===== src/rtl/core/rca_pkg.sv =====
// shared constants and types for the zone color average block
`default_nettype none
package rca_pkg;

  localparam int unsigned PIX_BITS     = 8;
  localparam int unsigned SUM_BITS     = 32;
  localparam int unsigned COUNT_BITS   = 25;
  localparam int unsigned STEP_BITS    = $clog2(SUM_BITS);
  localparam int unsigned CFG_IDX_BITS = 2;

  typedef enum logic [CFG_IDX_BITS-1:0] {
    CFG_ZONE_LEFT   = 2'd0,
    CFG_ZONE_TOP    = 2'd1,
    CFG_ZONE_WIDTH  = 2'd2,
    CFG_ZONE_HEIGHT = 2'd3
  } cfg_idx_e;

  typedef enum logic [1:0] {
    CH_BLUE  = 2'd0,
    CH_GREEN = 2'd1,
    CH_RED   = 2'd2
  } channel_e;

endpackage
`default_nettype wire


===== src/rtl/core/rca_accum.sv =====
// zone hit test and per-channel running sums with pixel count
`default_nettype none
module rca_accum #(
  parameter int unsigned COORD_BITS = 12
) (
  input  wire logic                            clk_i,
  input  wire logic                            rst_ni,
  input  wire logic                            pix_en_i,
  input  wire logic                            clear_i,
  input  wire logic [rca_pkg::PIX_BITS-1:0]    pixel_blue_i,
  input  wire logic [rca_pkg::PIX_BITS-1:0]    pixel_green_i,
  input  wire logic [rca_pkg::PIX_BITS-1:0]    pixel_red_i,
  input  wire logic [COORD_BITS-1:0]           column_i,
  input  wire logic [COORD_BITS-1:0]           row_i,
  input  wire logic [COORD_BITS-1:0]           zone_left_i,
  input  wire logic [COORD_BITS-1:0]           zone_top_i,
  input  wire logic [COORD_BITS:0]             zone_width_i,
  input  wire logic [COORD_BITS:0]             zone_height_i,
  output logic      [rca_pkg::SUM_BITS-1:0]    blue_sum_o,
  output logic      [rca_pkg::SUM_BITS-1:0]    green_sum_o,
  output logic      [rca_pkg::SUM_BITS-1:0]    red_sum_o,
  output logic      [rca_pkg::COUNT_BITS-1:0]  pixel_count_o
);
  import rca_pkg::*;

  logic [COORD_BITS:0]   col_end;
  logic [COORD_BITS:0]   row_end;
  logic                  hit;
  logic [SUM_BITS-1:0]   blue_sum_q, blue_sum_d;
  logic [SUM_BITS-1:0]   green_sum_q, green_sum_d;
  logic [SUM_BITS-1:0]   red_sum_q, red_sum_d;
  logic [COUNT_BITS-1:0] count_q, count_d;

  // zone end sums left and width in one extra bit; it wraps if left plus width reaches twice the coordinate range
  assign col_end = {1'b0, zone_left_i} + zone_width_i;
  assign row_end = {1'b0, zone_top_i} + zone_height_i;
  assign hit = (column_i >= zone_left_i) && ({1'b0, column_i} < col_end) &&
               (row_i >= zone_top_i) && ({1'b0, row_i} < row_end);

  always_comb begin
    blue_sum_d  = blue_sum_q;
    green_sum_d = green_sum_q;
    red_sum_d   = red_sum_q;
    count_d     = count_q;
    if (clear_i) begin
      blue_sum_d  = '0;
      green_sum_d = '0;
      red_sum_d   = '0;
      count_d     = '0;
    end else if (pix_en_i && hit) begin
      blue_sum_d  = blue_sum_q + SUM_BITS'(pixel_blue_i);
      green_sum_d = green_sum_q + SUM_BITS'(pixel_green_i);
      red_sum_d   = red_sum_q + SUM_BITS'(pixel_red_i);
      count_d     = count_q + COUNT_BITS'(1);
    end
  end

  always_ff @(posedge clk_i or negedge rst_ni) begin
    if (!rst_ni) begin
      blue_sum_q  <= '0;
      green_sum_q <= '0;
      red_sum_q   <= '0;
      count_q     <= '0;
    end else begin
      blue_sum_q  <= blue_sum_d;
      green_sum_q <= green_sum_d;
      red_sum_q   <= red_sum_d;
      count_q     <= count_d;
    end
  end

  assign blue_sum_o    = blue_sum_q;
  assign green_sum_o   = green_sum_q;
  assign red_sum_o     = red_sum_q;
  assign pixel_count_o = count_q;

endmodule
`default_nettype wire


===== src/rtl/core/rca_divider.sv =====
// shared restoring divider, one quotient bit per cycle
`default_nettype none
module rca_divider (
  input  wire logic                            clk_i,
  input  wire logic                            rst_ni,
  input  wire logic                            start_i,
  input  wire logic [rca_pkg::SUM_BITS-1:0]    dividend_i,
  input  wire logic [rca_pkg::COUNT_BITS-1:0]  divisor_i,
  output logic                                 done_o,
  output logic      [rca_pkg::SUM_BITS-1:0]    quotient_o
);
  import rca_pkg::*;

  logic                  busy_q, busy_d;
  logic                  done_q, done_d;
  logic [STEP_BITS-1:0]  step_q, step_d;
  logic [COUNT_BITS-1:0] rem_q, rem_d;
  logic [SUM_BITS-1:0]   quo_q, quo_d;
  logic [COUNT_BITS-1:0] div_q, div_d;
  logic [COUNT_BITS:0]   rem_shift;
  logic [COUNT_BITS:0]   rem_diff;
  logic                  fit;

  // quotient register starts as the dividend and shifts left into the remainder
  assign rem_shift = {rem_q, quo_q[SUM_BITS-1]};
  assign fit       = rem_shift >= {1'b0, div_q};
  assign rem_diff  = rem_shift - {1'b0, div_q};

  always_comb begin
    busy_d = busy_q;
    done_d = 1'b0;
    step_d = step_q;
    rem_d  = rem_q;
    quo_d  = quo_q;
    div_d  = div_q;
    if (start_i && !busy_q) begin
      busy_d = 1'b1;
      step_d = '0;
      rem_d  = '0;
      quo_d  = dividend_i;
      div_d  = divisor_i;
    end else if (busy_q) begin
      rem_d  = fit ? rem_diff[COUNT_BITS-1:0] : rem_shift[COUNT_BITS-1:0];
      quo_d  = {quo_q[SUM_BITS-2:0], fit};
      step_d = step_q + STEP_BITS'(1);
      if (step_q == STEP_BITS'(SUM_BITS - 1)) begin
        busy_d = 1'b0;
        done_d = 1'b1;
      end
    end
  end

  always_ff @(posedge clk_i or negedge rst_ni) begin
    if (!rst_ni) begin
      busy_q <= 1'b0;
      done_q <= 1'b0;
      step_q <= '0;
    end else begin
      busy_q <= busy_d;
      done_q <= done_d;
      step_q <= step_d;
    end
  end

  always_ff @(posedge clk_i) begin
    rem_q <= rem_d;
    quo_q <= quo_d;
    div_q <= div_d;
  end

  assign done_o     = done_q;
  assign quotient_o = quo_q;

endmodule
`default_nettype wire


===== src/rtl/core/roi_color_average.sv =====
// mean color of a rectangular zone: pixels not marked frame end are taken back to back
// frame end: the pixel is taken, then blue, green and red are divided in turn in the shared
// divider (32 quotient bits per channel) and the output is loaded; no new pixel is taken
// meanwhile, and the load waits while the previous result still waits in the output register
// reset (async, active low) clears the zone to empty, the sums, count and all control
`default_nettype none
module roi_color_average #(
  parameter int unsigned COORD_BITS = 12
) (
  input  wire logic                               clk_i,
  input  wire logic                               rst_ni,
  input  wire logic                               cfg_valid_i,
  output logic                                    cfg_ready_o,
  input  wire logic [rca_pkg::CFG_IDX_BITS-1:0]   cfg_index_i,
  input  wire logic [COORD_BITS:0]                cfg_data_i,
  input  wire logic                               in_valid_i,
  output logic                                    in_ready_o,
  input  wire logic [rca_pkg::PIX_BITS-1:0]       pixel_blue_i,
  input  wire logic [rca_pkg::PIX_BITS-1:0]       pixel_green_i,
  input  wire logic [rca_pkg::PIX_BITS-1:0]       pixel_red_i,
  input  wire logic [COORD_BITS-1:0]              column_i,
  input  wire logic [COORD_BITS-1:0]              row_i,
  input  wire logic                               frame_end_i,
  output logic                                    out_valid_o,
  input  wire logic                               out_ready_i,
  output logic      [rca_pkg::PIX_BITS-1:0]       average_blue_o,
  output logic      [rca_pkg::PIX_BITS-1:0]       average_green_o,
  output logic      [rca_pkg::PIX_BITS-1:0]       average_red_o
);
  import rca_pkg::*;

  typedef enum logic [3:0] {
    ST_ACCUM     = 4'b0001,
    ST_DIV_START = 4'b0010,
    ST_DIV_WAIT  = 4'b0100,
    ST_OUTPUT    = 4'b1000
  } state_e;

  state_e                state_q, state_d;
  channel_e              ch_q, ch_d;
  logic [COORD_BITS-1:0] zone_left_q, zone_top_q;
  logic [COORD_BITS:0]   zone_width_q, zone_height_q;
  logic [PIX_BITS-1:0]   res_blue_q, res_green_q, res_red_q;
  logic [PIX_BITS-1:0]   out_blue_q, out_green_q, out_red_q;
  logic                  out_valid_q, out_valid_d;
  logic                  in_fire;
  logic                  load_out;
  logic                  clear_sums;
  logic                  div_start;
  logic                  div_done;
  logic [SUM_BITS-1:0]   dividend;
  logic [SUM_BITS-1:0]   quotient;
  logic [PIX_BITS-1:0]   mean_byte;
  logic [SUM_BITS-1:0]   blue_sum, green_sum, red_sum;
  logic [COUNT_BITS-1:0] pixel_count;

  assign cfg_ready_o = 1'b1;
  assign in_ready_o  = (state_q == ST_ACCUM);
  assign in_fire     = in_valid_i && in_ready_o;
  assign load_out    = (state_q == ST_OUTPUT) && (!out_valid_q || out_ready_i);
  assign clear_sums  = load_out;
  assign div_start   = (state_q == ST_DIV_START);

  always_ff @(posedge clk_i or negedge rst_ni) begin
    if (!rst_ni) begin
      zone_left_q   <= '0;
      zone_top_q    <= '0;
      zone_width_q  <= '0;
      zone_height_q <= '0;
    end else if (cfg_valid_i && cfg_ready_o) begin
      case (cfg_idx_e'(cfg_index_i))
        CFG_ZONE_LEFT:   zone_left_q   <= cfg_data_i[COORD_BITS-1:0];
        CFG_ZONE_TOP:    zone_top_q    <= cfg_data_i[COORD_BITS-1:0];
        CFG_ZONE_WIDTH:  zone_width_q  <= cfg_data_i;
        CFG_ZONE_HEIGHT: zone_height_q <= cfg_data_i;
        default: ;
      endcase
    end
  end

  rca_accum #(
    .COORD_BITS(COORD_BITS)
  ) u_accum (
    .clk_i         (clk_i),
    .rst_ni        (rst_ni),
    .pix_en_i      (in_fire),
    .clear_i       (clear_sums),
    .pixel_blue_i  (pixel_blue_i),
    .pixel_green_i (pixel_green_i),
    .pixel_red_i   (pixel_red_i),
    .column_i      (column_i),
    .row_i         (row_i),
    .zone_left_i   (zone_left_q),
    .zone_top_i    (zone_top_q),
    .zone_width_i  (zone_width_q),
    .zone_height_i (zone_height_q),
    .blue_sum_o    (blue_sum),
    .green_sum_o   (green_sum),
    .red_sum_o     (red_sum),
    .pixel_count_o (pixel_count)
  );

  always_comb begin
    case (ch_q)
      CH_BLUE:  dividend = blue_sum;
      CH_GREEN: dividend = green_sum;
      CH_RED:   dividend = red_sum;
      default:  dividend = '0;
    endcase
  end

  rca_divider u_divider (
    .clk_i      (clk_i),
    .rst_ni     (rst_ni),
    .start_i    (div_start),
    .dividend_i (dividend),
    .divisor_i  (pixel_count),
    .done_o     (div_done),
    .quotient_o (quotient)
  );

  // empty zone reads as zero
  assign mean_byte = (pixel_count == '0) ? '0 : quotient[PIX_BITS-1:0];

  always_comb begin
    state_d = state_q;
    ch_d    = ch_q;
    case (state_q)
      ST_ACCUM: begin
        if (in_fire && frame_end_i) begin
          state_d = ST_DIV_START;
          ch_d    = CH_BLUE;
        end
      end
      ST_DIV_START: begin
        state_d = ST_DIV_WAIT;
      end
      ST_DIV_WAIT: begin
        if (div_done) begin
          case (ch_q)
            CH_BLUE: begin
              ch_d    = CH_GREEN;
              state_d = ST_DIV_START;
            end
            CH_GREEN: begin
              ch_d    = CH_RED;
              state_d = ST_DIV_START;
            end
            default: state_d = ST_OUTPUT;
          endcase
        end
      end
      ST_OUTPUT: begin
        if (load_out) state_d = ST_ACCUM;
      end
      default: state_d = ST_ACCUM;
    endcase
  end

  always_ff @(posedge clk_i or negedge rst_ni) begin
    if (!rst_ni) begin
      state_q <= ST_ACCUM;
      ch_q    <= CH_BLUE;
    end else begin
      state_q <= state_d;
      ch_q    <= ch_d;
    end
  end

  always_ff @(posedge clk_i) begin
    if ((state_q == ST_DIV_WAIT) && div_done) begin
      case (ch_q)
        CH_BLUE:  res_blue_q  <= mean_byte;
        CH_GREEN: res_green_q <= mean_byte;
        default:  res_red_q   <= mean_byte;
      endcase
    end
  end

  always_comb begin
    out_valid_d = out_valid_q;
    if (load_out) begin
      out_valid_d = 1'b1;
    end else if (out_valid_q && out_ready_i) begin
      out_valid_d = 1'b0;
    end
  end

  always_ff @(posedge clk_i or negedge rst_ni) begin
    if (!rst_ni) begin
      out_valid_q <= 1'b0;
    end else begin
      out_valid_q <= out_valid_d;
    end
  end

  always_ff @(posedge clk_i) begin
    if (load_out) begin
      out_blue_q  <= res_blue_q;
      out_green_q <= res_green_q;
      out_red_q   <= res_red_q;
    end
  end

  assign out_valid_o     = out_valid_q;
  assign average_blue_o  = out_blue_q;
  assign average_green_o = out_green_q;
  assign average_red_o   = out_red_q;

endmodule
`default_nettype wire

===== config.mk =====
export PLATFORM = sky130hd
export DESIGN_NAME = roi_color_average
export DESIGN_NICKNAME = d
export VERILOG_FILES = /design/src/rtl/core/rca_pkg.sv /design/src/rtl/core/rca_accum.sv /design/src/rtl/core/rca_divider.sv /design/src/rtl/core/roi_color_average.sv
export SDC_FILE = /design/constraint.sdc
export NUM_CORES = 1
export LEC_CHECK = 0
export BUFFER_PORTS_ARGS = -buffer_cell sky130_fd_sc_hd__buf_4
export CAP_MARGIN = 10
export CORE_MARGIN = 5
export CORE_UTILIZATION = 38
export DETAILED_ROUTE_END_ITERATION = 8
export PLACE_DENSITY = 0.62
export RECOVER_POWER = 100
export SLEW_MARGIN = 20
export SYNTH_ARGS = -nofsm -noshare
export SYNTH_HDL_FRONTEND = slang
export SYNTH_SLANG_ARGS = --single-unit

===== constraint.sdc =====
create_clock -name clk_i -period 8.96 [get_ports clk_i]
set_clock_uncertainty 0.1 [all_clocks]
set_input_delay 1.792 -clock clk_i [delete_from_list [all_inputs] [get_ports clk_i]]
set_output_delay 1.792 -clock clk_i [all_outputs]
set_load 0.01 [all_outputs]

### Word-level counts from Yosys, hierarchy flattened

Cells that the tools add are included.

| word-level totals | value |
|---|---|
| register bits | 315 |
| input port bits | 69 |
| output and inout port bits | 27 |
| logic and storage cells | 113 |

| operators by class | value |
|---|---|
| add/subtract/negate cells | 8 |
| order comparisons | 5 |
| equal/unequal tests | 14 |
| mux-type cells | 32 |
| bitwise gates (word level) | 1 |
| reductions and logical operators | 30 |

Operators by type and width:

| operator | number |
|---|---|
| $mux W32 | 8 |
| $add A32 B8 Y32 | 3 |
| $pmux W32 S3 | 1 |
| $mux W25 | 3 |
| $add A12 B13 Y13 | 2 |
| $ge A26 B25 Y1 | 1 |
| $lt A12 B13 Y1 | 2 |
| $add A25 B1 Y25 const B | 1 |
| $logic_not A25 Y1 | 1 |
| $sub A25 B25 Y25 | 1 |
| $ge A12 B12 Y1 | 2 |
| $mux W4 | 4 |
| $pmux W4 S4 | 1 |
| $reduce_and A2 Y1 | 7 |
| $logic_and A1 B1 Y1 | 10 |
| $mux W5 | 2 |
| $mux W1 | 8 |
| $mux W8 | 1 |
| $pmux W2 S2 | 2 |
| $reduce_bool A2 Y1 | 4 |
| $eq A2 B2 Y1 const B | 3 |
| $add A5 B1 Y5 const B | 1 |
| $eq A5 B5 Y1 const B | 1 |
| $eq A2 B1 Y1 const B | 2 |
| 15 further kinds | 19 |

### Depth between registers and ports, before layout

| logic depth | value |
|---|---|
| depth after elaboration | 8 |
| mapped depth | 20 |
| depth with buffers taken out | 17 |

### Cells and area by module

From an unflattened synthesis, not the netlist that was laid out.

| second synthesis, totals | value |
|---|---|
| cell total of the unflattened synthesis | 1,763 |
| area total of the unflattened synthesis | 18,071.1 µm² |

Modules (own cells, without submodules):

| module | instances | cells an instance | area each (µm²) | sequential area each (µm²) |
|---|---|---|---|---|
| rca_accum | 1 | 1,022 | 8,782.2 | 3,027.9 |
| rca_divider | 1 | 421 | 4,752.1 | 2,387.3 |
| roi_color_average | 1 | 320 | 4,536.9 | 2,869.0 |

### Least setup slack after synthesis

No wires, ideal clock.

| timing path | value |
|---|---|
| path type | in2reg |
| start | input pixel_blue_i[0] (netlist bit) |
| end | register u_accum.blue_sum_q[26], in the netlist u_accum.blue_sum_o[26] |
| library setup time | 64 ps |
| data arrival time | 4,079 ps |
| path slack | 4,716 ps |
| cell stages on the path | 11 |
| buffers on the path | 0 |
| cell sequence | ha_1 > inv_1 > fa_1 > nor2b_1 > o2111ai_1 > a31o_2 > nor3_2 > nand2_2 > or3_1 > a211oi_1 > a21o_1 |

| on the way | value |
|---|---|
| cells in the longest elaborated chain, start to end | 3 |

Ends and longest elaborated chain:

| what | RTL line | RTL |
|---|---|---|
| start: declaration | roi_color_average.sv:18 | `input wire logic [rca_pkg::PIX_BITS-1:0] pixel_blue_i,` |
| $add A32 B8 Y32 | rca_accum.sv:51 | `blue_sum_d = blue_sum_q + SUM_BITS'(pixel_blue_i);` |
| $mux W32 | rca_accum.sv:50 | `end else if (pix_en_i && hit) begin` |
| $mux W32 | rca_accum.sv:45 | `if (clear_i) begin` |
| end signal: assignment | rca_accum.sv:65 | `blue_sum_q <= blue_sum_d;` |
| end: declaration | rca_accum.sv:29 | `logic [SUM_BITS-1:0] blue_sum_q, blue_sum_d;` |

Every way passes these cells. The select of a mux whose other input is x is not followed.
A chain may end at the register's enable or synchronous reset.

### Worst setup path in the final report

| timing path | value |
|---|---|
| start | register zone_width_q[1] |
| end | register u_accum.red_sum_q[28], in the netlist u_accum.red_sum_o[28] |

| on the way | value |
|---|---|
| cells in the longest elaborated chain, start to end | 7 |

Ends and longest elaborated chain:

| what | RTL line | RTL |
|---|---|---|
| start: declaration | roi_color_average.sv:42 | `logic [COORD_BITS:0] zone_width_q, zone_height_q;` |
| start signal: assignment | roi_color_average.sv:74 | `CFG_ZONE_WIDTH: zone_width_q <= cfg_data_i;` |
| $add A12 B13 Y13 | rca_accum.sv:35 | `assign col_end = {1'b0, zone_left_i} + zone_width_i;` |
| $lt A12 B13 Y1 | rca_accum.sv:37 | `assign hit = (column_i >= zone_left_i) && ({1'b0, column_i} < col_end) &&` |
| $logic_and A1 B1 Y1 (2 in a row) | rca_accum.sv:37 |  |
| $logic_and A1 B1 Y1 | rca_accum.sv:38 | `(row_i >= zone_top_i) && ({1'b0, row_i} < row_end);` |
| $logic_and A1 B1 Y1 | rca_accum.sv:50 |  |
| $reduce_bool A2 Y1 (no line) | -- |  |
| end signal: assignment | rca_accum.sv:67 | `red_sum_q <= red_sum_d;` |
| end: declaration | rca_accum.sv:31 | `logic [SUM_BITS-1:0] red_sum_q, red_sum_d;` |

Every way passes these cells.

==> reports/results.tsv <==
stage	metric	value	unit
power_and_ir_drop	ir_drop	0.1501	mV
run	cap_violations	10	
sta	period_share	0.7706	
synth	synth-edff-count	105	
global_route	grt.overflow.total	0	
cts	cts.sinks	315	
synth	synthArstFlopShare	0.5873	
global_route	grt_max_degree	84	
layout	area_growth	12.60	%
synth	synth_ff_type	dfrtp_1	
global_route	grt_use_total	0.1717	
worst_setup_path	rrSetupSlack	2.06	ns
die	fp.dieH	233.4	um
synth	synthMuxAreaShare	0.05860	
cts	cts.path.max_buffers	3	
cts	root_buffer	clkbuf_16	
synth	ys_ff_latch	315	
cts	insertion_delay	0.55	ns
worst_setup_path	worstSetupEndpoint	u_accum.red_sum_o[28]	
route	drtIter0Drc	1168	
synth	synth-compound-area-share	0.1754	
die	die_w	233.4	um
sta	final.setup.worst_slack	2.056	ns
cts	h-tree-depth	2	
cts	cts_hold_buffers	0	
synth	synth_top_family_by_area	compound AO/OA/AOI/OAI gates	
global_route	antenna_found_initial	0	
status	violations	max-capacitance violations, max-slew violations	
sta	rsz0062_at_grt	no	
cts	cts_setup_buffers	0	
worst_setup_path	crit_type	flip-flop to flip-flop	
sta	period_needed	6.905	ns
power_and_ir_drop	leakage	0.009051	uW
worst_setup_path	r2r_start	zone_width_q[1]	
worst_setup_path	arrival	7.23	ns
synth	synth_common_cells	212 x nand2_1, 184 x dfrtp_1, 158 x o21ai_0	
synth	yosys.area_share.adder	0.08751	
layout	antenna_cells	0	
worst_setup_path	critPathLaunchType	flip-flop	
synth	yosys.area_share.simple	0.1720	
cts	cts_tree	yes	
synth	synth.top_cell.area_share	0.2429	
placed_design	port_buffers	94	
cts	cts_resized	0	
status	status	finished, violations left	
worst_setup_path	rr_worst_depth	18	
sta	worst_pin_slew	4.556	ns
layout	finalInstanceArea	21350	sq um
route	dr.pass1.iters	5	
sta	setup_violations	0	
global_route	grt_pass1_wl	77010	um
worst_setup_path	cp_max_fo	49	
worst_setup_path	cp-end-kind	flip-flop	
die	num_rows	81	
layout	fin_util	0.4343	
synth	synth.area.top_cells	dfrtp_1 24%, edfxtp_1 17%, ha_1 8.1%	
layout	final_nets	2237	
hold_path	hold_path_class	flip-flop to flip-flop	
synth	ys_warn_count	0	
die	dieArea	54460	sq um
synth	yosys.area.top_type	dfrtp_1	
synth	mappedNetlistArea	18960	sq um
layout	stdcell_count	2732	
placed_design	place_congestion	0.8799	
die	initial_utilization	0.3857	
route	route.vias.total	15260	
placed_design	dp_hpwl	33030	um
synth	synth.most_common_cell	nand2_1	
route	drt-wirelength-per-cell	17.43	um
sta	tns	0	ns
sta	fmax	144.8	MHz
placed_design	dp_worst_setup_slack	3.323	ns
route	drt-total-wl	47610	um
synth	synth_cell_types	88	
worst_setup_path	required	9.29	ns
cts	cts_made_buffers	37	
global_route	grt_pass1_vias	14970	
route	drc	0	
sta	hold_viol	0	
synth	synthXorXnorAreaFrac	0.02495	
worst_setup_path	rr_endpoint	u_accum.red_sum_o[28]	
power_and_ir_drop	pwr_density_cell	271.9	nW/um^2
placed_design	dpl-instance-area	20280	sq um
synth	syn_inst	1973	
route	vias_per_cell	5.586	
sta	slew_viol_final	447	
placed_design	dp.cells	2664	
layout	final_layout_size_suffix_gt1_frac	0.1025	
route	postRouteAntennaNets	0	
sta	relSlewSlack	-2.037	
cts	clkTransAtPathRegs	0.06	ns
synth	ys_seq_area_frac	0.4369	
synth	synth_nets	2171	
die	core_area	49150	sq um
die	pin_count	96	
worst_setup_path	critPathLaunch	zone_width_q[1]	
synth	syn_avg_cell_area	9.609	sq um
sequential cells by signal (all words and copies together) (netlist names), 8 cells and up:
name                   count
u_accum.green_sum_o       32
average_blue_o             8
u_accum.red_sum_o         32
u_divider.div_q           25
zone_top_q                12
zone_left_q               12
u_divider.rem_q           25
res_blue_q                 8
u_divider.quotient_o      32
average_red_o              8
res_green_q                8
res_red_q                  8
u_accum.pixel_count_o     25
zone_width_q              13
zone_height_q             13
average_green_o            8
u_accum.blue_sum_o        32
worst min-delay path by stage:
| stage | start | endpoint | slack, ns | cells after the start |
|---|---|---|---|---|
| after global routing | res_blue_q[2] | average_blue_o[2] | 0.32 | 0 |
| after global placement | res_red_q[5] | average_red_o[5] | 0.30 | 0 |
| final | res_blue_q[1] | average_blue_o[1] | 0.32 | 0 |
| after detailed placement | res_blue_q[1] | average_blue_o[1] | 0.30 | 0 |
| after CTS | res_green_q[3] | average_green_o[3] | 0.32 | 0 |
| after floorplan | res_blue_q[0] | average_blue_o[0] | 0.30 | 0 |
power breakdown:
group          leakage [uW]  internal (uW)  switching (uW)  total (uW)
logic               0.00484            847            1280        2130
registers           0.00358           1850             254        2110
clock network      0.000624            945             620        1570
total               0.00905           3650            2160        5810
worst max-delay path, cell delays in order, from the launching register on:
cell      delay, ns
dfrtp_1        0.40
ha_1           0.29
a21o_1         0.17
a21oi_1        0.20
nor2b_1        0.07
o21a_1         0.19
o22a_1         0.20
a41o_1         0.26
nor2_1         0.11
xor2_1         0.09
ha_1           0.29
nand3_1        0.06
a21oi_1        0.12
o21ai_0        0.10
a41oi_1        0.23
and3_1         1.45
clkbuf_1       1.85
nor3_1         0.21
a221o_1        0.36
area by class of cell:
type                    instances  area, sq um
flip-flops and latches        315         8285
inverters                     112        420.4
clock buffers                  47         1036
clock inverters                21        240.2
repair buffers                114        705.7
well taps                     664        830.8
fillers                      4768        27800
multi-input cells            1459         9831
placed cells by master, fill, tap and decap left out, types with 24 or more instances in the layout:
cell type	Yosys	routed
nand2_1	212	210
clkbuf_16	0	39
nand4_1	28	28
nor3_1	64	64
mux2i_1	66	66
a31oi_1	27	27
mux2_2	40	39
o21ai_0	158	160
xnor2_1	31	31
inv_1	111	111
a21oi_1	94	94
nor2_1	111	111
a221o_1	30	30
dfrtp_1	184	183
nand3_1	72	72
nand2b_1	24	24
edfxtp_1	105	105
a21o_1	40	39
buf_4	6	73
or3_1	29	29
clkbuf_1	46	45
dfxtp_1	25	25
a211oi_1	29	29
ha_1	123	123
through the flow:
step	power, uW	hold WS [ns]
2_1_floorplan	3699	0.3003
3_3_place_gp	4198	0.3035
3_5_place_dp	4271	0.3045
4_1_cts	5874	0.3162
5_1_grt	6221	0.3238
6_report	5806	0.3161
metal layers:
layer | vias to the layer above | GRT usage | share of wire
met5 | - | 0 | 0
met4 | 0 | 0.05427 | 0.023
met3 | 78 | 0.02249 | 0.050
met2 | 387 | 0.2737 | 0.46
met1 | 7406 | 0.2437 | 0.47
li1 | 7391 | - | -
kinds of logic (layout without fill, tap and decap cells):
kind of cell | Yosys count | after routing
and+or+nand+nor | 660 | 660
AOI/OAI and AO/OA | 509 | 509
DFF | 315 | 315
buffers and inverters | 199 | 294
adders and majority gates | 129 | 129
muxes | 106 | 106
xor gates and xnor gates | 54 | 54
other | 1 | 1
No activity file was read; power rests on OpenSTA's default activity.
